===== config.mk =====
export PLATFORM = sky130hd
export DESIGN_NAME = prps_axis
export DESIGN_NICKNAME = d
export VERILOG_FILES = /design/src/sv/prps_pkg.sv /design/src/sv/prps_axis.sv
export SDC_FILE = /design/constraint.sdc
export NUM_CORES = 1
export LEC_CHECK = 0
export ABC_CLOCK_PERIOD_IN_PS = 9720
export BUFFER_PORTS_ARGS = -buffer_cell sky130_fd_sc_hd__buf_2
export CAP_MARGIN = 20
export CELL_PAD_IN_SITES_DETAIL_PLACEMENT = 1
export CELL_PAD_IN_SITES_GLOBAL_PLACEMENT = 1
export CORE_MARGIN = 2
export CORE_UTILIZATION = 40
export DETAILED_ROUTE_END_ITERATION = 10
export PLACE_DENSITY_LB_ADDON = 0.08
export SLEW_MARGIN = 5
export SYNTH_ARGS = -nofsm -noshare
export SYNTH_HDL_FRONTEND = slang
export SYNTH_SLANG_ARGS = --single-unit

===== constraint.sdc =====
create_clock -name vclk -period 9.72
set_input_delay 0.972 -clock vclk [all_inputs]
set_output_delay 0.972 -clock vclk [all_outputs]
set_load 0.02 [all_outputs]

===== src/sv/prps_pkg.sv =====
`default_nettype none
package prps_pkg;

  localparam int COORD_BITS     = 24;
  localparam int CFG_COORD_BITS = 24;
  localparam int FAR_BITS       = 24;
  localparam int OFF_BITS       = COORD_BITS + 3;
  localparam int RSQ_BITS       = 48;
  localparam int SQ_BITS        = 2 * FAR_BITS;
  localparam int SUM_BITS       = SQ_BITS + 2;
  localparam int CFG_DATA_BITS  = 48;
  localparam int CFG_ADDR_BITS  = 3;

  localparam logic [CFG_ADDR_BITS-1:0] REG_CENTER_X    = 3'd0;
  localparam logic [CFG_ADDR_BITS-1:0] REG_CENTER_Y    = 3'd1;
  localparam logic [CFG_ADDR_BITS-1:0] REG_CENTER_Z    = 3'd2;
  localparam logic [CFG_ADDR_BITS-1:0] REG_BOX_LENGTH  = 3'd3;
  localparam logic [CFG_ADDR_BITS-1:0] REG_SHAPE_MODE  = 3'd4;
  localparam logic [CFG_ADDR_BITS-1:0] REG_HALF_EXTENT = 3'd5;
  localparam logic [CFG_ADDR_BITS-1:0] REG_RADIUS_SQ   = 3'd6;

  localparam logic SHAPE_CUBE   = 1'b0;
  localparam logic SHAPE_SPHERE = 1'b1;

  localparam logic [CFG_COORD_BITS-1:0] BOX_LENGTH_RESET = '1;

  typedef struct packed {
    logic [COORD_BITS-1:0] center_x;
    logic [COORD_BITS-1:0] center_y;
    logic [COORD_BITS-1:0] center_z;
    logic [COORD_BITS-1:0] box_length;
    logic                  shape_mode;
    logic [COORD_BITS-1:0] half_extent;
    logic [RSQ_BITS-1:0]   radius_squared;
  } cfg_t;

  typedef struct packed {
    logic                ok;
    logic                far;
    logic [FAR_BITS-1:0] mag;
  } axis_t;

endpackage
`default_nettype wire


===== src/sv/prps_axis.sv =====
`default_nettype none
module prps_axis (
  input  wire logic [prps_pkg::COORD_BITS-1:0] pos,
  input  wire logic [prps_pkg::COORD_BITS-1:0] center,
  input  wire logic [prps_pkg::COORD_BITS-1:0] box,
  input  wire logic [prps_pkg::COORD_BITS-1:0] extent,
  output prps_pkg::axis_t                      res
);
  import prps_pkg::*;

  logic signed [OFF_BITS-1:0] d;
  logic signed [OFF_BITS-1:0] d2;
  logic signed [OFF_BITS-1:0] b;
  logic signed [OFF_BITS-1:0] ext;
  logic signed [OFF_BITS-1:0] w;
  logic signed [OFF_BITS-1:0] w_abs;
  logic                       in_range;
  logic [COORD_BITS-1:0]      mag_full;

  assign d   = $signed({3'b000, pos}) - $signed({3'b000, center});
  assign d2  = d <<< 1;
  assign b   = $signed({3'b000, box});
  assign ext = $signed({3'b000, extent});

  // single wrap into [-box/2, box/2)
  always_comb begin
    if (d2 < -b) begin
      w = d + b;
    end else if (d2 >= b) begin
      w = d - b;
    end else begin
      w = d;
    end
  end

  assign in_range = (w >= -ext) && (w <= ext);
  assign w_abs    = w[OFF_BITS-1] ? -w : w;
  assign mag_full = w_abs[COORD_BITS-1:0];

  assign res.ok  = in_range;
  assign res.far = in_range && ((mag_full >> FAR_BITS) != '0);
  assign res.mag = FAR_BITS'(mag_full);

endmodule
`default_nettype wire


==> results.yml, run 1 <==
timing:
  setup-violations-final: 0
  final.min_clock_period_ps: 9190
  rsz_0062_raised_after_global_routing: "no"
  relSlewSlack: 0.320
  tns_ps: 0
  final_critical_path_share_of_the_clock_period: 0.946
  worst_slew_pin_slew_ps: 1020
  max_freq_ghz: 0.109
  maxSlewViolCount: 0
  final_hold_viol_count: 0
floorplanning:
  fp-row-count: 52
  area_inside_the_core_boundary_mm2: 0.0201
  initial_core_util: 0.404
  die_width_um: 146
  ioPinCount: 122
  die_area_mm2: 0.0214
  chipHeight_um: 146
min_path:
  holdCritStartpoint: "box[0]"
  whs_path_depth: 6
  hold_path_end: "res[0]"
  worstHoldPathType: "in -> out"
logic_synthesis:
  synth_top_cells_by_count: "176 x ha_1, 122 x inv_1, 87 x a21oi_1"
  synth.distinct_cells: 87
  syn_inst: 1146
  yosysWarningCount: 0
  sequential_share_of_the_synthesized_area: 0
  synth.area.top_cells: "ha_1 27%, xnor2_1 9.2%, inv_1 5.6%"
  post_synth_instance_area_mm2: 0.00812
  yosysMostFrequentCell: "ha_1"
  netlist.top_cell.by_area: "ha_1"
  syn_avg_cell_area_um2: 7.08
  synth_largest_type_area_fraction: 0.271
  mappedNetlistNets: 1422
grt:
  busiest_layer_in_global_routing: "met2"
  antenna_found_initial: 0
  grt_pass1_vias: 8853
  grtUsageTotal: 0.245
  grt-ovfl-total: 0
  grt_first_pass_wirelength_um: 44300
  met3_usage: 0.00500
  pin_count_of_the_biggest_net_entering_global_routing: 27
  grtUsageMet2: 0.438
  globalRouteMet1Util: 0.340
clock_tree:
  cts-hold-fix-buffers: 0
routing:
  drt_wl_total_um: 26700
  avgRoutedWirePerCell_um: 17.4
  vias_per_cell: 5.66
  number_of_vias_in_the_routed_layout: 8657
  drc_violation_total_after_the_first_tritonroute_iteration: 273
  drtAntennaViolNets: 0
  number_of_iterations_in_the_first_detailed_routing_pass: 5
  drt_drc_violations_left: 0
finish:
  share_of_layout_cells_above_drive_strength_1: 0.147
  finalInstanceArea_mm2: 0.00908
  areaGrowthSynthToFinish_pct: 11.9
  area_of_combinational_cells_with_multiple_inputs_mm2: 0.00752
  n_clock_buffer: 0
  final_net_count: 1538
  number_of_fillers_in_the_final_layout: 2654
  nFlopsAndLatches: 0
  seqCellArea_um2: 0
  insertedDiodeCount: 0
setup_path:
  critPathSlowestCell: "a21boi_0"
  required_ps: 8750
  timing.critical_path.to_type: "output pin"
  critPathKind: "in -> out"
  critical_path_peak_fanout: 7
  maximum_cell_stage_delay_along_the_critical_path_ps: 510
  worst_setup_path_start_kind: "input pin"
  worst-endpoint-arrival_ps: 8220
power:
  power.density_cell_area_mw_per_mm2: 174
  pleak_nw: 4.31
  max-vdd-ir-drop_uv: 44.0
placement:
  dp_hpwl_um: 23700
  placed_area_mm2: 0.00908
  io_buffers: 121
  gp_routability_congestion: 0.928
flow_run:
  drv.max_cap_violation_count: 0
outcome:
  status: "complete, no violations"
## cells in the final DEF (no fill, tap or decap), types with 24 or more instances in the layout
master and n:
ha_1 176, inv_1 122, buf_2 121, a21oi_1 87, xnor2_1 85, nor2_1 77, nand2_1 69, o21ai_0 61
nor3_1 43, nand3_1 31, o21a_1 27, nand4_1 24
## stage by stage
| step | total power [mW] | util | std cells | hold slack (ps) | setup slack [ps] |
|---|---|---|---|---|---|
| 6_report | 1.58 | 0.452 | 1530 | 2750 | 526 |
| 5_1_grt | 1.76 | 0.452 | 1530 | 2850 | 18.5 |
| 4_1_cts | 1.58 | 0.452 | 1530 | 2770 | 366 |
| 3_5_place_dp | 1.58 | 0.452 | 1530 | 2760 | 396 |
| 3_3_place_gp | 1.55 | 0.452 | 1530 | 2750 | 614 |
| 2_1_floorplan | 1.12 | - | 1146 | 2350 | 1490 |
## timing repair
item                                    CTS  global route
resized for setup                         0             2
endpoints found under the setup margin    0             1
buffers inserted                          0             0
## critical path, delay by kind of cell
family          cells  cell delay (ps)
compound gates     18             3940
simple gates        7             1430
fa+ha+maj           4             1260
buf+inv             4              510
mux                 1              100
## cells by family after synthesis
family                     Yosys count  synth area share
other                                1          0.000462
xor gates and xnor gates           105             0.113
muxes                                6           0.00740
adders and majority gates          180             0.281
buffers and inverters              151            0.0745
and+or+nand+nor                    355             0.231
AOI/OAI and AO/OA                  348             0.292
## where the power goes
group	leakage [nW]	internal, mW	switching (mW)	total, mW
Sequential	0	0	0	0
Combinational	4.31	0.617	0.962	1.58
Clock	0	0	0	0
Total	4.31	0.617	0.962	1.58
## layout make-up
cell class / instances / share of cell area
Inverter: 122 / 0.0504
Multi-Input combinational cell: 995 / 0.828
Tap cell: 270 / 0.0372
Timing Repair Buffer: 143 / 0.0848
## per-layer routing
metal	vias up	part of all wire
met3	20	0.020
met2	134	0.47
met5	-	0
li1	4425	-
met4	0	0.013
met1	4078	0.50
## how the worst max path moves through the flow
stage / from / endpoint / slack, ps / cells past startpoint
floorplan: pos[0] / res[25] / 1490 / 35
global placement: pos[0] / res[25] / 610 / 34
detailed placement: pos[0] / res[25] / 400 / 34
CTS: pos[0] / res[25] / 370 / 34
global route: pos[0] / res[25] / 20 / 34
finish: pos[0] / res[25] / 530 / 34
Power figures use the tool's default switching activity.
==> inputs of run 2 (changes only) <==
Settings changed: CORE_MARGIN 2 to 3, TNS_END_PERCENT from default to 100.
==> results.yml, run 2 (synthesized netlist as in run 1, its figures left out) <==
finish:
  nFlopsAndLatches: 0
  final_net_count: 1531
  area_of_combinational_cells_with_multiple_inputs_mm2: 0.00755
  insertedDiodeCount: 0
  areaGrowthSynthToFinish_pct: 11.6
  number_of_fillers_in_the_final_layout: 2619
  leading_cell_type_in_the_layout_fill_and_taps_excluded: "ha_1"
  n_clock_buffer: 0
  finalInstanceArea_mm2: 0.00906
  layout_common_cells: "176 x ha_1, 122 x inv_1, 121 x buf_2, 87 x a21oi_1, 84 x xnor2_1"
  share_of_layout_cells_above_drive_strength_1: 0.146
  seqCellArea_um2: 0
timing:
  final_worst_hold_slack_ps: 2780
  final_hold_viol_count: 0
  worst_slew_pin_slew_ps: 945
  tns_ps: 0
  final_critical_path_share_of_the_clock_period: 0.934
  relSlewSlack: 0.354
  maxSlewViolCount: 0
  max_freq_ghz: 0.110
  rsz_0062_raised_after_global_routing: "no"
  setup-violations-final: 0
  final.min_clock_period_ps: 9080
grt:
  grt-ovfl-total: 0
  grtUsageTotal: 0.239
  grt_first_pass_wirelength_um: 44700
  antenna_found_initial: 0
  pin_count_of_the_biggest_net_entering_global_routing: 26
  grt_pass1_vias: 8938
power:
  max-vdd-ir-drop_uv: 44.2
  pleak_nw: 4.29
  power.density_cell_area_mw_per_mm2: 174
  design_power_total_mw: 1.57
routing:
  vias_per_cell: 5.71
  number_of_vias_in_the_routed_layout: 8661
  number_of_iterations_in_the_first_detailed_routing_pass: 6
  drc_violation_total_after_the_first_tritonroute_iteration: 363
  avgRoutedWirePerCell_um: 17.8
  drtAntennaViolNets: 0
  drt_wl_total_um: 27100
  drt_drc_violations_left: 0
floorplanning:
  chipHeight_um: 148
  die_width_um: 148
  die_area_mm2: 0.0220
  ioPinCount: 122
  initial_core_util: 0.412
  area_inside_the_core_boundary_mm2: 0.0197
  fp-row-count: 51
min_path:
  whs_path_depth: 6
  worstHoldPathType: "in -> out"
  hold_path_end: "res[0]"
  holdCritStartpoint: "box[0]"
setup_path:
  required_ps: 8750
  critPathSlowestCell: "or3b_2"
  worst-endpoint-arrival_ps: 8110
  timing.critical_path.to_type: "output pin"
  worst_path_most_repeated_cell: "o21a_1"
  critical_path_peak_fanout: 8
  critPathKind: "in -> out"
  worst_setup_path_start_kind: "input pin"
  maximum_cell_stage_delay_along_the_critical_path_ps: 470
placement:
  io_buffers: 121
  gp_routability_congestion: 0.884
  dp_hpwl_um: 23700
  placed_area_mm2: 0.00902
outcome:
  status: "complete, no violations"
flow_run:
  drv.max_cap_violation_count: 0
[run 2: cell count changes in the layout (fill, tap and decap cells not counted), sizes merged]
cell / delta
buf: -7
[run 2: worst max-delay path: cells and delay by family]
kind	cells	cell delay [ps]
compound gates	20	3750
xor+xnor	1	160
fa+ha+maj	4	1180
mux	1	100
buf+inv	7	830
simple gates	5	1100
[run 2: timing repair]
| item | in CTS | in global routing |
|---|---|---|
| hold buffers | 0 | 0 |
| resized for setup | 0 | 8 |
| setup endpoints to repair | 0 | 1 |
| buffers inserted | 0 | 1 |
[run 2: power by group]
group	switching [mW]	leakage, nW	total [mW]	internal (mW)
combinational	0.963	4.29	1.57	0.609
sequential	0	0	0	0
clock	0	0	0	0
total	0.963	4.29	1.57	0.609
[run 2: routing by layer]
metal  share of wire  vias up  track usage
li1                -     4396            -
met1            0.50     4114        0.340
met4          0.0039        0       0.0143
met3           0.031        8      0.00945
met2            0.47      143        0.421
met5               0        -            0
[run 2: final cells by class]
type	count	area share
multi-input combinational	995	0.834
timing repair buffer	136	0.0793
inverter	122	0.0506
tap	265	0.0366
[run 2: worst max path at each step]
stage	from	end	slack (ps)	depth (start not counted)
after floorplan	pos[0]	res[25]	1490	35
after global placement	pos[0]	res[25]	460	32
after detailed placement	pos[0]	res[25]	290	32
after CTS	pos[0]	res[25]	290	32
after global routing	pos[0]	res[25]	50	38
final	pos[0]	res[25]	640	38
[run 2: metrics by stage]
step,std cells,setup slack (ps),utilization
floorplan,1146,1490,-
global placement,1517,459,0.457
detailed placement,1517,294,0.457
CTS,1517,287,0.457
global route,1518,46.0,0.459
finish,1518,637,0.459
