`config.mk`:
```
export PLATFORM = sky130hd
export DESIGN_NAME = prps_cfg
export DESIGN_NICKNAME = d
export VERILOG_FILES = /design/src/sv/prps_pkg.sv /design/src/sv/prps_cfg.sv
export SDC_FILE = /design/constraint.sdc
export NUM_CORES = 1
export LEC_CHECK = 0
export BUFFER_PORTS_ARGS = -buffer_cell sky130_fd_sc_hd__buf_2
export CORE_MARGIN = 2
export CORE_UTILIZATION = 46
export DETAILED_ROUTE_END_ITERATION = 16
export PLACE_DENSITY = 0.76
export SLEW_MARGIN = 30
export SYNTH_ARGS = -nofsm -noshare
export SYNTH_HDL_FRONTEND = slang
export SYNTH_SLANG_ARGS = --single-unit
```
`constraint.sdc`:
```
create_clock -name clk -period 1.3 [get_ports clk]
set_clock_uncertainty 0.1 [all_clocks]
set_input_delay 0.065 -clock clk [delete_from_list [all_inputs] [get_ports clk]]
set_output_delay 0.065 -clock clk [all_outputs]
set_load 0.1 [all_outputs]
```
`src/sv/prps_pkg.sv`:
```
`default_nettype none
package prps_pkg;

  localparam int COORD_BITS     = 24;
  localparam int CFG_COORD_BITS = 24;
  localparam int FAR_BITS       = 24;
  localparam int OFF_BITS       = COORD_BITS + 3;
  localparam int RSQ_BITS       = 48;
  localparam int SQ_BITS        = 2 * FAR_BITS;
  localparam int SUM_BITS       = SQ_BITS + 2;
  localparam int CFG_DATA_BITS  = 48;
  localparam int CFG_ADDR_BITS  = 3;

  localparam logic [CFG_ADDR_BITS-1:0] REG_CENTER_X    = 3'd0;
  localparam logic [CFG_ADDR_BITS-1:0] REG_CENTER_Y    = 3'd1;
  localparam logic [CFG_ADDR_BITS-1:0] REG_CENTER_Z    = 3'd2;
  localparam logic [CFG_ADDR_BITS-1:0] REG_BOX_LENGTH  = 3'd3;
  localparam logic [CFG_ADDR_BITS-1:0] REG_SHAPE_MODE  = 3'd4;
  localparam logic [CFG_ADDR_BITS-1:0] REG_HALF_EXTENT = 3'd5;
  localparam logic [CFG_ADDR_BITS-1:0] REG_RADIUS_SQ   = 3'd6;

  localparam logic SHAPE_CUBE   = 1'b0;
  localparam logic SHAPE_SPHERE = 1'b1;

  localparam logic [CFG_COORD_BITS-1:0] BOX_LENGTH_RESET = '1;

  typedef struct packed {
    logic [COORD_BITS-1:0] center_x;
    logic [COORD_BITS-1:0] center_y;
    logic [COORD_BITS-1:0] center_z;
    logic [COORD_BITS-1:0] box_length;
    logic                  shape_mode;
    logic [COORD_BITS-1:0] half_extent;
    logic [RSQ_BITS-1:0]   radius_squared;
  } cfg_t;

  typedef struct packed {
    logic                ok;
    logic                far;
    logic [FAR_BITS-1:0] mag;
  } axis_t;

endpackage
`default_nettype wire

```
`src/sv/prps_cfg.sv`:
```
`default_nettype none
module prps_cfg (
  input  wire logic                                 clk,
  input  wire logic                                 rst,
  input  wire logic                                 cfg_we,
  input  wire logic [prps_pkg::CFG_ADDR_BITS-1:0]   cfg_addr,
  input  wire logic [prps_pkg::CFG_DATA_BITS-1:0]   cfg_wdata,
  output prps_pkg::cfg_t                            cfg
);
  import prps_pkg::*;

  logic [COORD_BITS-1:0] coord_val;

  assign coord_val = COORD_BITS'(cfg_wdata[CFG_COORD_BITS-1:0]);

  always_ff @(posedge clk) begin
    if (rst) begin
      cfg.center_x       <= '0;
      cfg.center_y       <= '0;
      cfg.center_z       <= '0;
      cfg.box_length     <= COORD_BITS'(BOX_LENGTH_RESET);
      cfg.shape_mode     <= SHAPE_CUBE;
      cfg.half_extent    <= '0;
      cfg.radius_squared <= '0;
    end else if (cfg_we) begin
      unique case (cfg_addr)
        REG_CENTER_X:    cfg.center_x       <= coord_val;
        REG_CENTER_Y:    cfg.center_y       <= coord_val;
        REG_CENTER_Z:    cfg.center_z       <= coord_val;
        REG_BOX_LENGTH:  cfg.box_length     <= coord_val;
        REG_SHAPE_MODE:  cfg.shape_mode     <= cfg_wdata[0];
        REG_HALF_EXTENT: cfg.half_extent    <= coord_val;
        REG_RADIUS_SQ:   cfg.radius_squared <= cfg_wdata[RSQ_BITS-1:0];
        default: ;
      endcase
    end
  end

endmodule
`default_nettype wire

```
==> out/results.txt, run 1 <==
Status -> finished clean
Vias per cell -> 4.90
Synthesized Nets -> 693
Worst Tran Pin Value -> 0.306 ns
Part of the total power dissipated in the clock network -> 0.412
DR WL/cell -> 16.9 um
Buf/Inv on CP -> 3
Leading cell type in the layout, fill and taps excluded -> nand2b_1
Worst min-delay path category -> input pin to register
Share of cells above drive strength 1 -> 0.491
Top Registers -> cfg (169)
Via count of the first global-routing pass -> 5719
Number of vias after detailed routing -> 5394
Warning count from the yosys run -> 0
Synthesized netlist cell count -> 639
Leak Pwr -> 4.66 nW
Time the worst path needs with I/O delays and setup -> 1.23 ns
Worst slack at placement -> -0.0556 ns
Net Sw Power -> 3.36 mW
Hold violation count in the final report -> 0
Sw Ratio -> 0.273
Register with the highest flop count -> cfg
Placed cell count -> 1019
Detailed-router iteration count before antenna repair -> 6
Max cap viols -> 0
Number of flip-flops in the largest register -> 169
Cell chain of the critical path -> buf_2 > buf_4 > dlygate4sd3_1 > nor4bb_1 > mux2i_1
Cell area power density -> 1240 nW/um^2
Maximum resistive drop on vdd -> 0.000850 V
Largest net degree at the start of global routing -> 74
CTS tree -> yes
Sequential share of power -> 0.437
Antenna cell count -> 0
Std cell rows -> 44
RSZ-0062 raised after global routing -> no
Commonest cells after routing, fill and taps aside -> nand2b_1, buf_4, mux2i_1, dfxtp_2, buf_2
Count of nets after finishing -> 957
Setup violations, final -> 0
Overall routing resource usage -> 0.237
Starting utilization of the core area -> 0.470
Maximum frequency from static timing analysis -> 0.811 GHz
Worst Hold Slack -> 0.0325 ns
Worst Path Required -> 1.53 ns
Seq/Total Area, Yosys -> 0.498
Placer's final routability congestion estimate -> 0.806
Area of the die -> 15800 sq um
Library cell used as clock root buffer -> clkbuf_16
Max stage delay on crit path -> 0.57 ns
Clock slew at the register clock pins of the worst setup and hold paths -> 0.06 ns
Buffer depth of the longest clock path -> 2
Max_slew headroom -> 0.793
Wire length of the first global-routing pass -> 29600 um
GR Overflow Total -> 0
Data arrival, critical path -> 1.47 ns
Routed Antenna Nets -> 0
Netlist area before placement -> 6800 sq um
Crit path max-delay family -> buffers and inverters
DRC violation total after the first TritonRoute iteration -> 256
Antenna violations before repair -> 0
DRC Markers -> 0
Count of final max-slew check failures -> 0
Crit start category -> input pin
Detailed Route WL -> 18600 um
Sum of net half-perimeters after detailed placement -> 12500 um
Number of clock sinks seen by CTS -> 169
Number of unique standard cell types used by synthesis -> 14
Fin cells -> 1100
Start-to-end type of the worst setup path -> input pin to register
Endpoint type of the worst setup path -> register
Avg Inst Size Synth -> 10.6 sq um
Worst path slowest cell -> dlygate4sd3_1
Core outline area -> 14500 sq um
Vertical extent of the die -> 126 um
Cts bufs inserted -> 17
# H-tree levels -> 4
Total design power -> 12.3 mW
Design internal power -> 8.94 mW
Die Span X -> 126 um
Clock latency at the later pin of the worst-skew pair -> 0.41 ns
Fin worst setup slack -> 0.0674 ns
Layout overhead on the synthesized area -> 46.3%
Post-synthesis register bit count -> 169
Number of buffer cells added on primary ports -> 222
Largest fanout of any net on the critical path -> 9
Share of the cycle needed by the critical path after routing -> 0.948
I/O pin count -> 223
Portion of total power attributed to combinational logic -> 0.151
cells by family (layout without fill, tap and decap cells):
kind of cell / count (synthesis) / in the layout / share of synthesized area
and+or+nand+nor: 251 / 251 / 0.219
muxes: 169 / 169 / 0.249
DFF: 169 / 169 / 0.498
buffers and inverters: 50 / 327 / 0.0351
layout make-up:
| cell class | instances | area [sq um] |
|---|---|---|
| fillers | 1024 | 4530 |
| repair buffers | 295 | 2320 |
| clock inverters | 10 | 118 |
| clock buffers | 22 | 484 |
| flip-flops and latches | 169 | 3590 |
| multi-input cells | 420 | 3210 |
| well taps | 184 | 230 |
per-layer routing:
layer / vias to the layer above / share of wire / GRT usage
met1: 2583 / 0.41 / 0.280
met3: 27 / 0.063 / 0.0663
li1: 2619 / - / -
met2: 165 / 0.51 / 0.407
met4: 0 / 0.020 / 0.0954
met5: - / 0 / 0
final timing paths:
kind	start	end	slack, ns	cells after the start
worst min-delay path	cfg_we	cfg[72]	0.03	3
worst max register to register	cfg[93]	cfg[93]	0.53	2
worst max-delay path	cfg_addr[0]	cfg[72]	0.07	5
worst min register to register	cfg[22]	cfg[22]	0.37	2
per-stage QoR:
stage          TNS, ns   util  cell area (sq um)
2_1_floorplan  -0.0381      -               7020
3_3_place_gp    -0.603  0.583               8440
3_5_place_dp    -0.837  0.583               8440
4_1_cts              0  0.687               9950
5_1_grt              0  0.687               9950
6_report             0  0.687               9950
power groups by stage:
stage	clock network, mW	logic, mW	registers [mW]
after floorplan	0	0.457	6.32
after global placement	0	1.64	5.48
after detailed placement	0	1.66	5.49
after CTS	5.17	1.85	5.38
after global routing	5.41	1.93	5.39
final	5.07	1.86	5.38
synth_stat cells:
library cell,count,share of area
buf_2,17,0.013
nor4b_1,1,0.0013
nor4bb_1,2,0.0029
dfxtp_1,169,0.50
and4b_1,2,0.0029
nand4b_1,2,0.0026
or4b_1,1,0.0015
nor2_1,48,0.026
buf_6,2,0.0033
mux2i_1,169,0.25
nand4bb_1,2,0.0033
buf_4,4,0.0044
nand2b_1,193,0.18
clkbuf_1,27,0.015
timing repair:
action | 4_1_cts | 5_1_grt
setup endpoints to repair | 168 | 0
hold buffers | 49 | 0
gates resized for setup | 168 | 0
endpoints found under the hold margin | 131 | 0
buffers inserted | 0 | 0
tightest hold or removal path, stage by stage:
cell and delay, ns:
buf_2 0.16, nor4bb_1 0.16, mux2i_1 0.11
(Power assumes the default switching activity.)
==> inputs of run 2 (changes only) <==
- REMOVE_ABC_BUFFERS: not set -> 1
==> out/results.txt, run 2 (synthesis results as in run 1) <==
Status -> finished clean
Share of the cycle needed by the critical path after routing -> 0.987
Buffer depth of the longest clock path -> 2
Share of cells above drive strength 1 -> 0.313
Leak Pwr -> 4.65 nW
Number of flip-flops in the largest register -> 169
Detailed-router iteration count before antenna repair -> 5
Number of vias after detailed routing -> 5336
Setup violations, final -> 0
Overall routing resource usage -> 0.228
Time the worst path needs with I/O delays and setup -> 1.28 ns
Max_slew headroom -> 0.705
DRC Markers -> 0
Core outline area -> 14500 sq um
Routed Antenna Nets -> 0
Total design power -> 12.3 mW
Antenna violations before repair -> 0
Detailed Route WL -> 17700 um
Worst Hold Slack -> 0.0217 ns
CTS tree -> yes
Clock latency at the later pin of the worst-skew pair -> 0.41 ns
Count of final max-slew check failures -> 0
RSZ-0062 raised after global routing -> no
Number of clock sinks seen by CTS -> 169
Library cell used as clock root buffer -> clkbuf_16
Commonest cells after routing, fill and taps aside -> nand2b_1, buf_4, mux2i_1, dfxtp_1, buf_2
Register with the highest flop count -> cfg
Start-to-end type of the worst setup path -> input pin to register
Fin util -> 0.681
Vias per cell -> 4.81
Fin cells -> 1110
Worst Tran Pin Value -> 0.437 ns
Endpoint type of the worst setup path -> register
DR WL/cell -> 15.9 um
Die Span X -> 126 um
Worst slack at placement -> -0.000295 ns
Fin worst setup slack -> 0.0163 ns
Hold violation count in the final report -> 0
Number of buffer cells added on primary ports -> 222
GR Overflow Total -> 0
Std cell rows -> 44
Layout overhead on the synthesized area -> 44.9%
Maximum resistive drop on vdd -> 0.000969 V
Largest fanout of any net on the critical path -> 2
Largest net degree at the start of global routing -> 46
Placer's final routability congestion estimate -> 0.731
Worst Path Required -> 1.51 ns
Maximum frequency from static timing analysis -> 0.779 GHz
Cts bufs inserted -> 17
Vertical extent of the die -> 126 um
Data arrival, critical path -> 1.49 ns
Top Registers -> cfg (169)
Crit start category -> input pin
Count of nets after finishing -> 967
Antenna cell count -> 0
Cell area power density -> 1240 nW/um^2
# H-tree levels -> 4
Sum of net half-perimeters after detailed placement -> 11400 um
Filler cell count in the final layout -> 1081
Area of the die -> 15800 sq um
Wire length of the first global-routing pass -> 28600 um
Clock slew at the register clock pins of the worst setup and hold paths -> 0.06 ns
Starting utilization of the core area -> 0.470
Via count of the first global-routing pass -> 5475
Max cap viols -> 0
Worst min-delay path category -> input pin to register
Placed cell count -> 1028
Leading cell type in the layout, fill and taps excluded -> nand2b_1
I/O pin count -> 223
DRC violation total after the first TritonRoute iteration -> 252
==> run 2: changes by cell type in the layout (fill, tap and decap cells not counted) <==
cell	before	now
clkinv_4	4	0
buf_4	185	190
clkinvlp_4	1	4
clkinv_2	3	4
clkbuf_8	4	3
dfxtp_1	0	169
dlygate4sd3_1	49	50
inv_6	0	1
buf_12	9	13
dfxtp_2	169	0
==> run 2: layer usage <==
metal	up-vias	wire, um	part of all wire	track usage
li1	2640	-	-	-
met1	2520	7580	0.43	0.278
met2	158	8720	0.49	0.387
met3	18	1100	0.062	0.0676
met4	0	285	0.016	0.0699
met5	-	0	0	0
==> run 2: cell type report <==
| class | instances | area (sq um) | share of cell area |
|---|---|---|---|
| Sequential cell | 169 | 3380 | 0.343 |
| Multi-Input combinational cell | 420 | 3210 | 0.325 |
| Timing Repair Buffer | 305 | 2450 | 0.248 |
| Clock buffer | 21 | 470 | 0.0477 |
| Tap cell | 184 | 230 | 0.0234 |
| Clock inverter | 11 | 119 | 0.0121 |
==> run 2: timing repair <==
item | in CTS | in global routing
hold buffers | 50 | 0
buffers inserted | 0 | 0
endpoints found under the setup margin | 168 | 0
resized for setup | 168 | 0
hold endpoints to repair | 163 | 0
==> run 2: worst max-delay path, stage by stage <==
cell	delay [ns]
dlygate4sd3_1	0.54
buf_2	0.15
nor2_1	0.11
dlygate4sd3_1	0.57
mux2i_1	0.07
==> run 2: power by group <==
group | total (mW) | internal [mW] | leakage [nW] | switching [mW]
combinational | 1.87 | 0.613 | 3.00 | 1.26
sequential | 5.36 | 5.29 | 1.37 | 0.0647
clock | 5.04 | 2.98 | 0.281 | 2.06
total | 12.3 | 8.88 | 4.65 | 3.38
==> run 2: metrics by stage <==
stage / setup TNS (ns) / cell area [sq um]
finish: 0 / 9860
global route: 0 / 9860
CTS: 0 / 9860
detailed placement: -0.000295 / 8350
global placement: 0 / 8350
floorplan: -63.40 / 6560
==> run 2: path summary, 6_finish.rpt <==
path | end | depth (start not counted) | slack, ns | startpoint
worst max-delay path | cfg[79] | 5 | 0.02 | cfg_wdata[6]
worst min-delay path | cfg[128] | 3 | 0.02 | rst
worst max register to register | cfg[144] | 2 | 0.56 | cfg[144]
worst min register to register | cfg[47] | 2 | 0.37 | cfg[47]
